$ cat src/rtl/mtcls_pkg.sv
package mtcls_pkg;

    localparam int CELL_W       = 16;
    localparam int SUM_W        = 17;
    localparam int WSUM_W       = 18;
    localparam int POS_W        = 6;
    localparam int CFG_W        = 7;
    localparam int WIN_LEN      = 3;
    localparam int DEF_MAX_COLS = 64;
    localparam int DEF_MAX_ROWS = 64;

    localparam logic [CFG_W-1:0] COLS_RESET = 7'd64;

    localparam logic DIR_HORIZ = 1'b0;
    localparam logic DIR_VERT  = 1'b1;

    typedef struct packed {
        logic signed [CELL_W-1:0] cell_value;
        logic                     last_cell;
    } cell_t;

    typedef struct packed {
        logic [SUM_W-1:0] best_sum;
        logic [POS_W-1:0] best_row;
        logic [POS_W-1:0] best_col;
        logic             best_direction;
        logic             found;
    } result_t;

    // line store access strobes
    typedef struct packed {
        logic rd_en;
        logic wr_en;
    } ls_ctrl_t;

    // tracker strobes for the transaction in the compute stage
    typedef struct packed {
        logic fire;
        logic clear;
        logic h_ok;
        logic v_ok;
    } trk_ctrl_t;

    function automatic logic signed [WSUM_W-1:0] sum3(
        input logic signed [CELL_W-1:0] a,
        input logic signed [CELL_W-1:0] b,
        input logic signed [CELL_W-1:0] c
    );
        logic signed [WSUM_W-1:0] ea;
        logic signed [WSUM_W-1:0] eb;
        logic signed [WSUM_W-1:0] ec;
        ea = WSUM_W'(a);
        eb = WSUM_W'(b);
        ec = WSUM_W'(c);
        return ea + eb + ec;
    endfunction

endpackage

$ cat src/rtl/mtcls_line_store.sv
module mtcls_line_store #(
    parameter int DEPTH = mtcls_pkg::DEF_MAX_COLS,
    parameter int AW    = $clog2(DEPTH)
) (
    input  logic                              clk,
    input  logic                              rst_n,
    input  mtcls_pkg::ls_ctrl_t               ctrl,
    input  logic [AW-1:0]                     rd_addr,
    input  logic [AW-1:0]                     wr_addr,
    input  logic signed [mtcls_pkg::CELL_W-1:0] wr_value,
    output logic signed [mtcls_pkg::CELL_W-1:0] above_1,
    output logic signed [mtcls_pkg::CELL_W-1:0] above_2
);
    import mtcls_pkg::*;

    // store a: one row up, store b: two rows up
    logic [CELL_W-1:0] mem_a [DEPTH];
    logic [CELL_W-1:0] mem_b [DEPTH];

    logic [CELL_W-1:0] rd_a_reg;
    logic [CELL_W-1:0] rd_b_reg;
    logic              fwd_valid_reg;
    logic [CELL_W-1:0] fwd_a_reg;
    logic [CELL_W-1:0] fwd_b_reg;

    always_comb
    begin
        above_1 = fwd_valid_reg ? fwd_a_reg : rd_a_reg;
        above_2 = fwd_valid_reg ? fwd_b_reg : rd_b_reg;
    end

    // write back: shift the column down one row
    always_ff @(posedge clk)
    begin
        if (ctrl.wr_en)
        begin
            mem_a[wr_addr] <= wr_value;
            mem_b[wr_addr] <= above_1;
        end
    end

    always_ff @(posedge clk)
    begin
        if (ctrl.rd_en)
        begin
            rd_a_reg  <= mem_a[rd_addr];
            rd_b_reg  <= mem_b[rd_addr];
            fwd_a_reg <= wr_value;
            fwd_b_reg <= above_1;
        end
    end

    // read and write of the same column at one edge: take the written data
    always_ff @(posedge clk or negedge rst_n)
    begin
        if (!rst_n)
            fwd_valid_reg <= 1'b0;
        else if (ctrl.rd_en)
            fwd_valid_reg <= ctrl.wr_en && (wr_addr == rd_addr);
    end

endmodule

$ cat src/rtl/mtcls_tracker.sv
module mtcls_tracker #(
    parameter int RW = 6,
    parameter int CW = 6
) (
    input  logic                               clk,
    input  logic                               rst_n,
    input  mtcls_pkg::trk_ctrl_t               ctrl,
    input  logic signed [mtcls_pkg::WSUM_W-1:0] h_sum,
    input  logic [RW-1:0]                      h_row,
    input  logic [CW-1:0]                      h_col,
    input  logic signed [mtcls_pkg::WSUM_W-1:0] v_sum,
    input  logic [RW-1:0]                      v_row,
    input  logic [CW-1:0]                      v_col,
    output mtcls_pkg::result_t                 result
);
    import mtcls_pkg::*;

    localparam int KW = RW + CW + 1;

    logic [SUM_W-1:0] best_sum_reg;
    logic [KW-1:0]    best_key_reg;
    logic             found_reg;

    logic [SUM_W-1:0] sum_1;
    logic [KW-1:0]    key_1;
    logic             found_1;
    logic [SUM_W-1:0] sum_next;
    logic [KW-1:0]    key_next;
    logic             found_next;
    logic [KW-1:0]    h_key;
    logic [KW-1:0]    v_key;
    logic             h_take;
    logic             v_take;
    logic [RW+POS_W-1:0] row_wide;
    logic [CW+POS_W-1:0] col_wide;

    // key order: row, then column, then horizontal before vertical
    assign h_key = {h_row, h_col, DIR_HORIZ};
    assign v_key = {v_row, v_col, DIR_VERT};

    always_comb
    begin
        h_take = ctrl.h_ok && !h_sum[WSUM_W-1] && (h_sum != '0) &&
                 (!found_reg || (h_sum[SUM_W-1:0] > best_sum_reg) ||
                  ((h_sum[SUM_W-1:0] == best_sum_reg) && (h_key < best_key_reg)));
        sum_1   = h_take ? h_sum[SUM_W-1:0] : best_sum_reg;
        key_1   = h_take ? h_key : best_key_reg;
        found_1 = found_reg || h_take;

        v_take = ctrl.v_ok && !v_sum[WSUM_W-1] && (v_sum != '0) &&
                 (!found_1 || (v_sum[SUM_W-1:0] > sum_1) ||
                  ((v_sum[SUM_W-1:0] == sum_1) && (v_key < key_1)));
        sum_next   = v_take ? v_sum[SUM_W-1:0] : sum_1;
        key_next   = v_take ? v_key : key_1;
        found_next = found_1 || v_take;
    end

    always_comb
    begin
        row_wide = {{POS_W{1'b0}}, key_next[KW-1 -: RW]};
        col_wide = {{POS_W{1'b0}}, key_next[CW:1]};
        result   = '0;
        if (found_next)
        begin
            result.best_sum       = sum_next;
            result.best_row       = row_wide[POS_W-1:0];
            result.best_col       = col_wide[POS_W-1:0];
            result.best_direction = key_next[0];
            result.found          = 1'b1;
        end
    end

    always_ff @(posedge clk or negedge rst_n)
    begin
        if (!rst_n)
        begin
            best_sum_reg <= '0;
            best_key_reg <= '1;
            found_reg    <= 1'b0;
        end
        else if (ctrl.fire)
        begin
            if (ctrl.clear)
            begin
                best_sum_reg <= '0;
                best_key_reg <= '1;
                found_reg    <= 1'b0;
            end
            else
            begin
                best_sum_reg <= sum_next;
                best_key_reg <= key_next;
                found_reg    <= found_next;
            end
        end
    end

endmodule

$ cat src/rtl/max_three_cell_line_sum_finder.sv
// Finds the largest sum of three horizontally or vertically adjacent cells in a
// matrix streamed in raster order, one signed 16-bit cell per transaction, with
// last_cell set on the final cell. Only sums above zero count; on equal sums the
// window starting at the lowest row, then lowest column, wins, horizontal before
// vertical. The transaction carrying last_cell produces exactly one result
// transaction (found=0 and all fields zero when nothing qualified) and clears
// the tracker. One cell is taken every clock cycle; the only stall comes from a
// result that is still waiting in the output register when the next last cell
// reaches the compute stage. The result is registered as the last cell leaves
// the compute stage. The rate is set by the two column line stores: each is
// read at accept, written back as its cell leaves the compute stage, with a
// forward path for back-to-back hits on one column (a one-column matrix).
// column_count (write with column_count_we) is sampled per cell; 0 acts as 1 and
// values above MAX_COLS act as MAX_COLS. Rows past MAX_ROWS without a last cell
// are dropped. Line stores are not cleared; the first two rows never use them.
module max_three_cell_line_sum_finder #(
    parameter int MAX_COLS = mtcls_pkg::DEF_MAX_COLS,
    parameter int MAX_ROWS = mtcls_pkg::DEF_MAX_ROWS
) (
    input  logic                          clk,
    input  logic                          rst_n,
    input  logic                          cell_valid,
    output logic                          cell_ready,
    input  mtcls_pkg::cell_t              cell_data,
    output logic                          result_valid,
    input  logic                          result_ready,
    output mtcls_pkg::result_t            result,
    input  logic                          column_count_we,
    input  logic [mtcls_pkg::CFG_W-1:0]   column_count_data
);
    import mtcls_pkg::*;

    localparam int CW   = (MAX_COLS > 1) ? $clog2(MAX_COLS) : 1;   // column index
    localparam int RW   = (MAX_ROWS > 1) ? $clog2(MAX_ROWS) : 1;   // row of a window
    localparam int RCW  = $clog2(MAX_ROWS + 1);                    // row counter
    localparam int CCW  = $clog2(MAX_COLS + 1);
    localparam int EW   = ((CCW > CFG_W) ? CCW : CFG_W) + 1;       // column compare width

    localparam logic [EW-1:0]  MAX_COLS_E = EW'(MAX_COLS);
    localparam logic [RCW-1:0] MAX_ROWS_R = RCW'(MAX_ROWS);
    localparam logic [CW-1:0]  WIN_C      = CW'(WIN_LEN - 1);
    localparam logic [RW-1:0]  WIN_R      = RW'(WIN_LEN - 1);

    // configuration
    logic [CFG_W-1:0] column_count_reg;

    // position of the next cell and the two cells before it
    logic [CW-1:0]           col_index_reg;
    logic [RCW-1:0]          row_index_reg;
    logic signed [CELL_W-1:0] prev_1_reg;
    logic signed [CELL_W-1:0] prev_2_reg;

    // compute stage
    logic                     s1_valid_reg;
    logic                     s1_last_reg;
    logic                     s1_wr_reg;
    logic                     s1_h_reg;
    logic                     s1_v_reg;
    logic signed [CELL_W-1:0] s1_value_reg;
    logic signed [CELL_W-1:0] s1_prev_1_reg;
    logic signed [CELL_W-1:0] s1_prev_2_reg;
    logic [RW-1:0]            s1_row_reg;
    logic [CW-1:0]            s1_col_reg;

    // output register
    logic    result_valid_reg;
    result_t result_reg;

    logic                     accept;
    logic                     s1_go;
    logic                     in_range;
    logic                     row_end;
    logic [EW-1:0]            cols_raw;
    logic [EW-1:0]            cols_eff;
    logic [EW-1:0]            col_plus;
    logic signed [CELL_W-1:0] above_1;
    logic signed [CELL_W-1:0] above_2;
    logic signed [WSUM_W-1:0] h_sum;
    logic signed [WSUM_W-1:0] v_sum;
    ls_ctrl_t                 ls_ctrl;
    trk_ctrl_t                trk_ctrl;
    result_t                  trk_result;

    // a last cell may leave the compute stage only when the output slot frees
    assign s1_go      = s1_valid_reg && (!s1_last_reg || !result_valid_reg || result_ready);
    assign cell_ready = !s1_valid_reg || s1_go;
    assign accept     = cell_valid && cell_ready;

    assign result_valid = result_valid_reg;
    assign result       = result_reg;

    // effective column count and end-of-row test
    always_comb
    begin
        cols_raw = EW'(column_count_reg);
        priority if (cols_raw == '0)
            cols_eff = EW'(1);
        else if (cols_raw > MAX_COLS_E)
            cols_eff = MAX_COLS_E;
        else
            cols_eff = cols_raw;
        col_plus = EW'(col_index_reg) + EW'(1);
        row_end  = (col_plus >= cols_eff);
        in_range = (row_index_reg < MAX_ROWS_R);
    end

    always_ff @(posedge clk or negedge rst_n)
    begin
        if (!rst_n)
            column_count_reg <= COLS_RESET;
        else if (column_count_we)
            column_count_reg <= column_count_data;
    end

    // position tracking and the horizontal window history
    always_ff @(posedge clk or negedge rst_n)
    begin
        if (!rst_n)
        begin
            col_index_reg <= '0;
            row_index_reg <= '0;
            prev_1_reg    <= '0;
            prev_2_reg    <= '0;
        end
        else if (accept)
        begin
            if (in_range)
            begin
                prev_1_reg <= cell_data.cell_value;
                prev_2_reg <= prev_1_reg;
            end
            if (cell_data.last_cell)
            begin
                col_index_reg <= '0;
                row_index_reg <= '0;
            end
            else if (in_range)
            begin
                if (row_end)
                begin
                    col_index_reg <= '0;
                    row_index_reg <= row_index_reg + RCW'(1);
                end
                else
                begin
                    col_index_reg <= col_index_reg + CW'(1);
                end
            end
        end
    end

    // compute stage control
    always_ff @(posedge clk or negedge rst_n)
    begin
        if (!rst_n)
            s1_valid_reg <= 1'b0;
        else if (accept)
            s1_valid_reg <= 1'b1;
        else if (s1_go)
            s1_valid_reg <= 1'b0;
    end

    // compute stage payload
    always_ff @(posedge clk)
    begin
        if (accept)
        begin
            s1_last_reg   <= cell_data.last_cell;
            s1_wr_reg     <= in_range;
            s1_h_reg      <= in_range && (col_index_reg >= WIN_C);
            s1_v_reg      <= in_range && (row_index_reg >= RCW'(WIN_LEN - 1));
            s1_value_reg  <= cell_data.cell_value;
            s1_prev_1_reg <= prev_1_reg;
            s1_prev_2_reg <= prev_2_reg;
            s1_row_reg    <= row_index_reg[RW-1:0];
            s1_col_reg    <= col_index_reg;
        end
    end

    assign ls_ctrl.rd_en = accept;
    assign ls_ctrl.wr_en = s1_go && s1_wr_reg;

    mtcls_line_store #(
        .DEPTH (MAX_COLS),
        .AW    (CW)
    ) u_line_store (
        .clk      (clk),
        .rst_n    (rst_n),
        .ctrl     (ls_ctrl),
        .rd_addr  (col_index_reg),
        .wr_addr  (s1_col_reg),
        .wr_value (s1_value_reg),
        .above_1  (above_1),
        .above_2  (above_2)
    );

    assign h_sum = sum3(s1_prev_2_reg, s1_prev_1_reg, s1_value_reg);
    assign v_sum = sum3(above_2, above_1, s1_value_reg);

    assign trk_ctrl.fire  = s1_go;
    assign trk_ctrl.clear = s1_last_reg;
    assign trk_ctrl.h_ok  = s1_h_reg;
    assign trk_ctrl.v_ok  = s1_v_reg;

    mtcls_tracker #(
        .RW (RW),
        .CW (CW)
    ) u_tracker (
        .clk    (clk),
        .rst_n  (rst_n),
        .ctrl   (trk_ctrl),
        .h_sum  (h_sum),
        .h_row  (s1_row_reg),
        .h_col  (s1_col_reg - WIN_C),
        .v_sum  (v_sum),
        .v_row  (s1_row_reg - WIN_R),
        .v_col  (s1_col_reg),
        .result (trk_result)
    );

    // result transaction
    always_ff @(posedge clk or negedge rst_n)
    begin
        if (!rst_n)
            result_valid_reg <= 1'b0;
        else if (s1_go && s1_last_reg)
            result_valid_reg <= 1'b1;
        else if (result_ready)
            result_valid_reg <= 1'b0;
    end

    always_ff @(posedge clk)
    begin
        if (s1_go && s1_last_reg)
            result_reg <= trk_result;
    end

endmodule
$ cat config.mk
export PLATFORM = sky130hd
export DESIGN_NAME = max_three_cell_line_sum_finder
export DESIGN_NICKNAME = d
export VERILOG_FILES = /design/src/rtl/mtcls_pkg.sv /design/src/rtl/mtcls_line_store.sv /design/src/rtl/mtcls_tracker.sv /design/src/rtl/max_three_cell_line_sum_finder.sv
export SDC_FILE = /design/constraint.sdc
export NUM_CORES = 2
export LEC_CHECK = 0
export BUFFER_PORTS_ARGS = -buffer_cell sky130_fd_sc_hd__buf_4
export CAP_MARGIN = 20
export CELL_PAD_IN_SITES_DETAIL_PLACEMENT = 1
export CELL_PAD_IN_SITES_GLOBAL_PLACEMENT = 1
export CORE_MARGIN = 8
export CORE_UTILIZATION = 55
export DETAILED_ROUTE_END_ITERATION = 10
export GPL_TIMING_DRIVEN = 0
export PLACE_DENSITY_LB_ADDON = 0.1
export SETUP_SLACK_MARGIN = 0.02
export SLEW_MARGIN = 40
export SYNTH_ARGS = -nofsm -noshare
export SYNTH_HDL_FRONTEND = slang
export SYNTH_HIERARCHICAL = 1
export SYNTH_SLANG_ARGS = --single-unit
$ cat constraint.sdc
create_clock -name clk -period 18.7 [get_ports clk]
set_clock_uncertainty 0.15 [all_clocks]
set_input_delay 3.74 -clock clk [delete_from_list [all_inputs] [get_ports clk]]
set_output_delay 3.74 -clock clk [all_outputs]
set_load 0.02 [all_outputs]
==> summary.txt <==
Run status
  – Status: finished, final reports clean

Worst setup path
  – Reg-to-Reg End: result[6]$_DFFE_PP_
  – Register-to-register setup slack: 10240 ps
  – Register-to-Register Path Depth: 26
  – Slowest stage delay, CP: 750 ps
  – Worst Setup Start Kind: flip-flop
  – Critical path data arrival time: 8960 ps
  – Slowest stage cell, crit path: edfxtp_1
  – Crit Path Class: reg2reg
  – Reg2Reg Launch Point: s1_value_reg[1]$_DFFE_PP_
  – CP most frequent cell: a21o_1
  – Worst EP required: 19200 ps
  – Crit end category: flip-flop
  – Crit path max fanout: 10

STA
  – RSZ-0062 raised after global routing: false
  – Max Slew Vio Count: 0
  – Hold WS: 287.7 ps
  – Fin crit share: 45.23%
  – Worst slew pin tran: 981.3 ps
  – Final min period: 8458 ps
  – Setup-failing EPs final: 0
  – Total negative slack: 0 ps
  – Slew HR: 34.42%
  – Hold Fails Final Rpt: 0
  – Setup WS post-layout: 10240 ps
  – Maximum clock rate: 118.2 MHz

Power and ir drop
  – Static leakage: 34.86 nW
  – Register share of total power: 43.9%
  – Logic pwr share: 23.1%
  – P_sw: 4.083 mW
  – Power Dens Cells: 127.8 nW/um2
  – Total power: 13.80 mW
  – Clock group share of total power: 33.0%
  – Max IR drop VDD: 0.1098 mV
  – Sw frac: 29.58%
  – Internal power: 9.717 mW

Synth
  – Syn Inst Count: 4505
  – Synth Register Bits: 2293
  – Share of flip-flops with an asynchronous set or reset: 3.751%
  – Cell area after synthesis: 92230 um2
  – Syn nets: 4669
  – Average size of a mapped cell: 20.47 um2
  – Synth warn: 6
  – Dominant cell type by area after synthesis: edfxtp_1
  – Synth area leaders: edfxtp_1, mux4_2, dfrtp_1
  – EDFF count, synth: 2207
  – Synth unique cells: 82
  – Part of the Yosys area used for sequential elements: 74.21%
  – Post-synth top area share: 71.86%
  – Top FF cell, synth: edfxtp_1

Place
  – HPWL Detailed: 195.3 mm
  – Dpl ws: 10310 ps
  – Gpl congestion: 0.8760
  – PortBufs: 60

Routing
  – Vias per inst: 6.785
  – DR DRC count: 0
  – Violation count after the first detailed-route iteration: 6970
  – Vias: 50440
  – DR WL/cell: 38.11 um
  – Detailed Route WL: 283.3 mm
  – Final ANT Viol Nets: 0
  – 1st-pass router iterations: 6

Clock tree
  – H-tree Lvls: 4
  – Sink Count: 2293
  – Hold_buf cts: 0
  – Skew-Pair Late Insertion Delay: 880 ps
  – CTS tree: done
  – CTS Buf Count: 226
  – CTS clk-pin slew, worst paths: 60 ps
  – Longest Clk Path Bufs: 3
  – Postcts setup bufs: 0
  – Root Driver: clkbuf_16
  – Post_cts resized: 0

Global route
  – Vias in the first global route: 52420
  – Largest net degree at the start of global routing: 87
  – Global-route wire length before repair: 399.1 mm
  – Global route overflow: 0
  – Initial antenna violation count: 12
  – Total GRT Usage: 31.24%

Run
  – Maxcap violations: 0

Die
  – # rows: 150
  – IO Pins: 62
  – Core area: 166800 um2
  – Die X: 425.5 um
  – Die area: 181100 um2
  – DIE HEIGHT: 425.5 um
  – Starting density of the core: 55.28%

Layout
  – Layout cell share with drive strength beyond 1: 29.28%
  – Register area: 68440 um2
  – Area grow syn2layout: 17.05%
  – Footprint of the multi-input gates: 22870 um2
  – Final core utilization: 64.71%
  – Filler instances: 13490
  – Fin nets: 5193

Hold path
  – Hold Path Sink: s1_prev_2_reg[14]$_DFFE_PP_
  – Hold path startpoint: prev_2_reg[14]$_DFFE_PN0P_
  – Hold depth: 0
  – Min-delay worst type: reg2reg
[power by group through the flow]
stage / logic (mW) / clock network [mW] / registers (mW)
final: 3.19 / 4.55 / 6.06
after global routing: 3.39 / 4.76 / 6.07
after CTS: 3.16 / 4.60 / 6.06
after detailed placement: 3.14 / 0 / 6.17
after global placement: 2.93 / 0 / 6.22
after floorplan: 1.89 / 0 / 6.20
[metal layers]
layer	up-vias	wire (um)	part of all wire [%]	track usage [%]
met4	4	16350	5.8	15.43
met3	725	26850	9.5	6.527
met1	26870	106700	38	41.72
met5	-	24	0.0085	0
met2	2991	133400	47	49.50
li1	19850	-	-	-
[critical path: cells and delay by family (launching register included)]
family	cells	cell delay, ps
buffers and inverters	3	770
adder cells (fa/ha/maj)	5	1800
AND/OR/NAND/NOR	6	1680
flip-flops	1	750
AO/OA/AOI/OAI	11	2790
multiplexers	1	270
[layout make-up]
class / instances / share of cell area [%]
Sequential cell: 2293 / 63.40
Antenna cell: 5 / 0.01159
Clock inverter: 144 / 1.270
Multi-Input combinational cell: 1905 / 21.18
Buffer: 227 / 1.305
Clock buffer: 280 / 5.533
Tap cell: 2204 / 2.554
Timing Repair Buffer: 296 / 4.462
Inverter: 80 / 0.2851
[layout by cell type, fill, tap and decap left out, types with 31 or more instances in the layout]
master and instances:
o21ai_0 33, mux2_2 113, buf_6 90, nor2_1 88, fa_1 34, nor4_1 31, edfxtp_1 2207, o22ai_1 33
a22o_1 43, clkinv_1 49, nand2_1 72, clkbuf_1 108, mux2i_1 156, nor2_4 65, buf_2 59, buf_4 114
dfrtp_1 72, a211oi_1 60, a21oi_1 71, clkbuf_16 230, inv_1 79, ha_1 101, nor3_1 62, o221ai_1 50
clkinv_2 47, mux4_2 478, buf_8 83, buf_16 84
[how the worst max path moves through the flow]
| stage | start | to | slack (ps) | depth (start not counted) |
|---|---|---|---|---|
| floorplan | result_ready | prev_1_reg[0]$_DFFE_PN0P_ | 10660 | 6 |
| global placement | s1_value_reg[1]$_DFFE_PP_ | result[3]$_DFFE_PP_ | 8610 | 25 |
| detailed placement | s1_value_reg[1]$_DFFE_PP_ | result[6]$_DFFE_PP_ | 10310 | 26 |
| CTS | s1_value_reg[1]$_DFFE_PP_ | result[6]$_DFFE_PP_ | 10270 | 26 |
| global route | s1_value_reg[1]$_DFFE_PP_ | result[6]$_DFFE_PP_ | 9760 | 26 |
| finish | s1_value_reg[1]$_DFFE_PP_ | result[6]$_DFFE_PP_ | 10240 | 26 |
[cells by family (layout without fill, tap and decap cells)]
| kind of cell | Yosys count | count (layout) | synth area share [%] |
|---|---|---|---|
| AND/OR/NAND/NOR | 472 | 472 | 2.514 |
| multiplexers | 763 | 763 | 14.94 |
| adder cells (fa/ha/maj) | 135 | 135 | 2.108 |
| flip-flops | 2293 | 2293 | 74.21 |
| XOR/XNOR | 40 | 40 | 0.3798 |
| other | 0 | 5 | 0 |
| buffers and inverters | 307 | 1027 | 1.831 |
| AO/OA/AOI/OAI | 495 | 495 | 4.020 |
[Yosys cell counts (all sizes together), types with 12 or more instances]
cell	count
mux2i	156
o211ai	19
clkbuf	78
xor2	16
o21ai	42
inv	80
nand4	15
nor2b	29
nor4	32
edfxtp	2207
a2111oi	12
nor3	65
a22oi	23
o32ai	17
fa	34
nor2	155
ha	101
a21boi	17
o22ai	34
nand2	75
dfstp	14
buf	149
a21oi	71
o22a	12
xnor2	24
a211oi	76
o221ai	50
a21o	21
a22o	43
dfrtp	72
mux4	478
mux2	129
nand3	35
[through the flow]
step,area [um2],instances
final,108000,7434
after global routing,107900,7429
after floorplan,92230,4505
after detailed placement,100500,7001
after CTS,107800,7425
after global placement,95440,6769
No activity file was read; power rests on OpenSTA's default activity.
